<file path="src/design/homogeneous_point_transform_macros.svh">
// assertion macros used by the point transform back end
`ifndef HOMOGENEOUS_POINT_TRANSFORM_MACROS_SVH
`define HOMOGENEOUS_POINT_TRANSFORM_MACROS_SVH

// antecedent holds in this cycle, consequent in the same cycle
`define HPT_ASSERT_SAME(label, ante, cons, msg) \
   label: assert property (@(posedge clock) disable iff (reset) (ante) |-> (cons)) \
      else $error(msg);

// antecedent holds in this cycle, consequent in the next cycle
`define HPT_ASSERT_NEXT(label, ante, cons, msg) \
   label: assert property (@(posedge clock) disable iff (reset) (ante) |=> (cons)) \
      else $error(msg);

`endif

</file>
<file path="src/design/hpt_pkg.sv">
// types, constants and helpers of the homogeneous point transform
`timescale 1ns / 1ps
package hpt_pkg;
   localparam int COORD_W    = 32;
   localparam int PROD_W     = 64;
   localparam int SUM_W      = 66;
   localparam int MAG_W      = 66;
   localparam int FRAC_W     = 16;
   localparam int Q_W        = 32;
   localparam int DIV_STEPS  = 32;
   localparam int NUM_REGS   = 8;
   localparam int REG_W      = 64;
   localparam int CSR_IDX_W  = 4;
   localparam int FIFO_DEPTH = 4;
   localparam int FIFO_AW    = 2;
   localparam int NUM_LANES  = 3;

   localparam logic [Q_W-1:0] POS_LIMIT = 32'h7FFF_FFFF;
   localparam logic [Q_W-1:0] NEG_LIMIT = 32'h8000_0000;

   typedef logic [NUM_REGS-1:0][REG_W-1:0] matrix_type;

   localparam matrix_type MATRIX_RESET = {
      64'h0001_0000_0000_0000, 64'h0, 64'h0000_0000_0001_0000, 64'h0,
      64'h0, 64'h0001_0000_0000_0000, 64'h0, 64'h0000_0000_0001_0000};

   typedef struct packed {
      logic                            wz;
      logic                            dneg;
      logic [MAG_W-1:0]                d;
      logic [NUM_LANES-1:0]            nneg;
      logic [NUM_LANES-1:0][MAG_W-1:0] n;
   } job_type;

   typedef struct packed {
      logic                 neg;
      logic                 ovf;
      logic [MAG_W-1:0]     rem;
      logic [FRAC_W-1:0]    nlow;
      logic [Q_W-1:0]       q;
   } lane_type;

   typedef struct packed {
      logic                          valid;
      logic                          wz;
      logic [MAG_W-1:0]              d;
      lane_type [NUM_LANES-1:0]      lane;
   } stage_type;

   typedef struct packed {
      logic                            sat;
      logic                            wz;
      logic [NUM_LANES-1:0][Q_W-1:0]   coord;
   } result_type;

   function automatic logic signed [COORD_W-1:0] coef(matrix_type m, int row, int col);
      logic [REG_W-1:0] r;
      r = m[row * 2 + col / 2];
      return (col % 2 == 1) ? r[REG_W-1:COORD_W] : r[COORD_W-1:0];
   endfunction
endpackage

</file>
<file path="src/design/hpt_fifo.sv">
// small queue between front end and divider
`timescale 1ns / 1ps
module hpt_fifo import hpt_pkg::*; (
   input  logic    clock,
   input  logic    reset,
   input  logic    push,
   input  job_type push_data,
   input  logic    pop,
   output job_type pop_data,
   output logic    full,
   output logic    empty
);
   job_type            mem_ff [FIFO_DEPTH];
   logic [FIFO_AW-1:0] wr_ff, wr_in, rd_ff, rd_in;
   logic [FIFO_AW:0]   count_ff, count_in;
   logic               do_push, do_pop;

   assign full     = (count_ff == (FIFO_AW+1)'(FIFO_DEPTH));
   assign empty    = (count_ff == '0);
   assign do_push  = push && !full;
   assign do_pop   = pop && !empty;
   assign pop_data = mem_ff[rd_ff];

   always_comb begin
      wr_in    = do_push ? wr_ff + 1'b1 : wr_ff;
      rd_in    = do_pop ? rd_ff + 1'b1 : rd_ff;
      count_in = count_ff + (FIFO_AW+1)'(do_push) - (FIFO_AW+1)'(do_pop);
   end

   always_ff @(posedge clock) begin
      if (reset) begin
         wr_ff    <= '0;
         rd_ff    <= '0;
         count_ff <= '0;
      end else begin
         wr_ff    <= wr_in;
         rd_ff    <= rd_in;
         count_ff <= count_in;
      end
      if (do_push) begin
         mem_ff[wr_ff] <= push_data;
      end
   end
endmodule

</file>
<file path="config.mk">
export PLATFORM = sky130hd
export DESIGN_NAME = hpt_fifo
export DESIGN_NICKNAME = d
export VERILOG_FILES = /design/src/design/homogeneous_point_transform_macros.svh /design/src/design/hpt_pkg.sv /design/src/design/hpt_fifo.sv
export SDC_FILE = /design/constraint.sdc
export NUM_CORES = 1
export LEC_CHECK = 0
export BUFFER_PORTS_ARGS = -buffer_cell sky130_fd_sc_hd__buf_2
export CAP_MARGIN = 20
export CORE_UTILIZATION = 30
export DETAILED_ROUTE_END_ITERATION = 8
export GPL_ROUTABILITY_DRIVEN = 1
export PLACE_DENSITY_LB_ADDON = 0.12
export SYNTH_ARGS = -nofsm -noshare
export SYNTH_HDL_FRONTEND = slang
export SYNTH_SLANG_ARGS = --single-unit
</file>
<file path="constraint.sdc">
create_clock -name clock -period 9.14 [get_ports clock]
set_clock_uncertainty 0.1 [all_clocks]
set_input_delay 1.371 -clock clock [delete_from_list [all_inputs] [get_ports clock]]
set_output_delay 1.371 -clock clock [all_outputs]
set_load 0.1 [all_outputs]
</file>
==> impl_metrics.json <==
{
  "run_status": "finished clean",
  "drt_first_pass_iters": 5,
  "hold_violations": 0,
  "number_of_buffers_added_by_the_clock_tree_synthesis_step": 118,
  "grt_pass1_vias": 19060,
  "seq_area_frac_synth_pct": 82.71,
  "core_um2": 129600,
  "grt_use_met2_pct": 22.88,
  "routed_via_density": 4.489,
  "clock-root-buffer": "sky130_fd_sc_hd__clkbuf_16",
  "estimated_wirelength_of_the_detail_placed_design_um": 52090,
  "clkSlewWorstSetupHoldPaths_ns": 0.06,
  "fmax_mhz": 202.3,
  "top_level_ports": 544,
  "post-route-min-period_ns": 4.944,
  "min-delay-path-class": "flip-flop to flip-flop",
  "drt-total-wl_um": 89900,
  "dpl_worst_slack_ns": 4.694,
  "relSlewSlack_pct": 25.76,
  "floorplan.die_area_um2": 132400,
  "p_sw_share_pct": 42.02,
  "finalHoldWorstSlack_ns": 0.3826,
  "globalRoute.busiestLayer": "met2",
  "post_synth_main_area_contributors": "sky130_fd_sc_hd__edfxtp_1 (82%), sky130_fd_sc_hd__mux4_2 (15%), sky130_fd_sc_hd__buf_6 (0.72%), sky130_fd_sc_hd__dfxtp_1 (0.46%), sky130_fd_sc_hd__buf_2 (0.36%)",
  "critical_path.slowest_cell": "sky130_fd_sc_hd__dfxtp_4",
  "syn-cell-area_um2": 39280,
  "comb_power_share_pct": 37.5,
  "numClockSinks": 1085,
  "crit_path_cell_trace": "buf_16 -> buf_12 -> mux4_2 -> buf_2",
  "power.internal_uw": 10040,
  "ctsHoldBuffers": 0,
  "timing.max_cap.violations": 0,
  "synth_compound_gate_area_share_pct": 0.07007,
  "critPathRequiredTime_ns": 7.67,
  "power_frac_seq_pct": 35.2,
  "synth.mux.area_fraction_pct": 15.45,
  "route.vias.total": 17640,
  "worst_slew_pin_slew_ns": 1.114,
  "drt_iter0_drc": 863,
  "ys_ff_latch": 1085,
  "leftover_overflow_at_the_end_of_global_routing": 0,
  "cts_max_path_buffers": 3,
  "track_usage_pct": 13.49,
  "unrepaired_setup_endpoints_after_global_routing": "false",
  "routed_wire_length_per_instance_um": 22.88,
  "yosysWarningCount": 0,
  "placement.io_buffers": 543,
  "yosys.area_share.simple_pct": 0.2389,
  "fp.dieH_um": 363.9,
  "final_min_period_over_clock_period_pct": 54.09,
  "most-common-layout-cells": "sky130_fd_sc_hd__edfxtp_1 (1,076), sky130_fd_sc_hd__buf_2 (543), sky130_fd_sc_hd__mux4_2 (269), sky130_fd_sc_hd__clkbuf_16 (120), sky130_fd_sc_hd__clkinv_1 (26)",
  "cts-htree-levels": 3,
  "setup-violations-final": 0,
  "library_cell_occupying_the_most_area_in_the_post_synthesis_netlist": "sky130_fd_sc_hd__edfxtp_1",
  "powerDensity_nw_per_um2": 361.0,
  "grtUsageMet1_pct": 15.68,
  "use_met3_pct": 5.074,
  "pin_count_of_the_biggest_net_entering_global_routing": 134,
  "postCtsResizedCells": 0,
  "syn_inst": 1456,
  "kind_of_launch_point_of_the_worst_setup_path": "flip-flop",
  "largest_family_of_logic_cells_by_synthesized_area": "multiplexers",
  "synthDominantCellAreaShare_pct": 82.25,
  "fraction_of_the_mapped_netlist_area_in_adder_cells_pct": 0.2421,
  "grt_antenna_before_repair": 43,
  "finalWorstSetupSlack_ns": 4.196,
  "fin_nets": 2355,
  "area_growth_pct": 22.08,
  "number_of_nets_produced_by_synthesis": 1736,
  "post_synth_xor_area_fraction_pct": 0.06689,
  "syn_avg_cell_area_um2": 26.98,
  "switchingPower_uw": 7274,
  "total_drc_errors_in_the_routed_layout": 0,
  "dieWidth_um": 363.9,
  "vdd_ir_drop_max_uv": 233.9,
  "finalWeightedCongestion": 0.6944,
  "grt_first_pass_wirelength_um": 130400,
  "post_cts_buffers": 0,
  "critical_path.max_stage_delay_ns": 0.65,
  "layout_commonest_cell": "sky130_fd_sc_hd__edfxtp_1",
  "clock_insertion_delay_worst_skew_ns": 0.70,
  "antenna_left": 0,
  "critPathMaxFanout": 88,
  "report.final.slew_viol_count": 0,
  "cp.arrival_ns": 3.47,
  "finalSetupTns_ns": 0,
  "placementRows": 132,
  "p_clk_share_pct": 27.2,
  "crit_type": "flip-flop to output pin",
  "initial_utilization_pct": 30.30,
  "leakage_uw": 0.01565,
  "final_layout_size_suffix_gt1_share_pct": 46.33,
  "synthDistinctLibCells": 23,
  "worstSetupEndpointType": "output pin",
  "cts_tree": "built"
}
-- power groups by stage --
stage	Clock (uW)	Sequential, uW	Combinational [uW]
floorplan	0	6270	5520
global placement	0	6220	6590
detailed placement	0	6250	6590
CTS	4880	6150	6600
global route	5050	6140	6750
finish	4710	6100	6500
-- synth_stat cells --
master                     number
sky130_fd_sc_hd__a21oi_1        2
sky130_fd_sc_hd__and2_1         4
sky130_fd_sc_hd__buf_2         28
sky130_fd_sc_hd__buf_6         25
sky130_fd_sc_hd__clkbuf_1       8
sky130_fd_sc_hd__dfxtp_1        9
sky130_fd_sc_hd__edfxtp_1    1076
sky130_fd_sc_hd__fa_1           1
sky130_fd_sc_hd__ha_1           6
sky130_fd_sc_hd__inv_1          8
sky130_fd_sc_hd__mux2i_1        1
sky130_fd_sc_hd__mux4_2       269
sky130_fd_sc_hd__nand2_1        1
sky130_fd_sc_hd__nand2b_1       2
sky130_fd_sc_hd__nor2_1         4
sky130_fd_sc_hd__nor2b_1        2
sky130_fd_sc_hd__nor3_1         1
sky130_fd_sc_hd__nor3b_1        1
sky130_fd_sc_hd__o21ai_0        2
sky130_fd_sc_hd__o31ai_1        1
sky130_fd_sc_hd__or3_1          2
sky130_fd_sc_hd__xnor2_1        2
sky130_fd_sc_hd__xor2_1         1
-- metal layers --
metal | up-vias | part of all wire, %
li1 | 7623 | -
met1 | 9278 | 38
met2 | 481 | 51
met3 | 215 | 7.7
met4 | 44 | 3.1
met5 | - | 0.33
-- worst paths after layout --
path,start,end,slack [ns],cells past startpoint
hold / removal,rd_ff[1]$_SDFFE_PP0P_,flip-flop,0.38,2
setup / recovery,flip-flop,pop_data[208],4.20,4
setup reg to reg,count_ff[1]$_SDFF_PP0_,mem_ff[0][220]$_DFFE_PP_,6.16,4
hold reg to reg,rd_ff[1]$_SDFFE_PP0P_,flip-flop,0.38,2
-- logic make-up (layout without fill, tap and decap cells) --
| logic type | count (synthesis) | count (layout) |
|---|---|---|
| flip-flops | 1085 | 1085 |
| XOR/XNOR | 3 | 3 |
| other | 0 | 8 |
| AND/OR/NAND/NOR | 17 | 17 |
| adder cells (fa/ha/maj) | 7 | 7 |
| buffers and inverters | 69 | 793 |
| AO/OA/AOI/OAI | 5 | 5 |
| multiplexers | 270 | 270 |
-- sequential cells by signal (all words and copies together), names as in the netlist, named ones only --
signal    count
count_ff      3
mem_ff     1076
wr_ff         2
rd_ff         2
-- critical path, delay by kind of cell (launching register included) --
kind | cells | cell delay [ns]
buf+inv | 3 | 1.01
flops | 1 | 0.65
mux | 1 | 0.63
-- per-stage QoR --
stage / power (uW) / utilization [%] / std cells / cell area (um2)
after floorplan: 11790 / - / 1456 / 39280
after global placement: 12810 / 33.95 / 3696 / 44020
after detailed placement: 12840 / 33.95 / 3696 / 44020
after CTS: 17620 / 36.95 / 3921 / 47910
after global routing: 17940 / 36.98 / 3925 / 47940
final: 17310 / 36.99 / 3930 / 47960
-- area by class of cell --
type / instances / area (um2)
fill: 11870 / 81690
sequential: 1085 / 32500
multi-input combinational: 302 / 6321
clock buffer: 144 / 3093
timing repair buffer: 560 / 3015
tap: 1742 / 2180
clock inverter: 81 / 799.5
inverter: 8 / 30.03
antenna: 8 / 20.02
No activity file was read; power rests on OpenSTA's default activity.
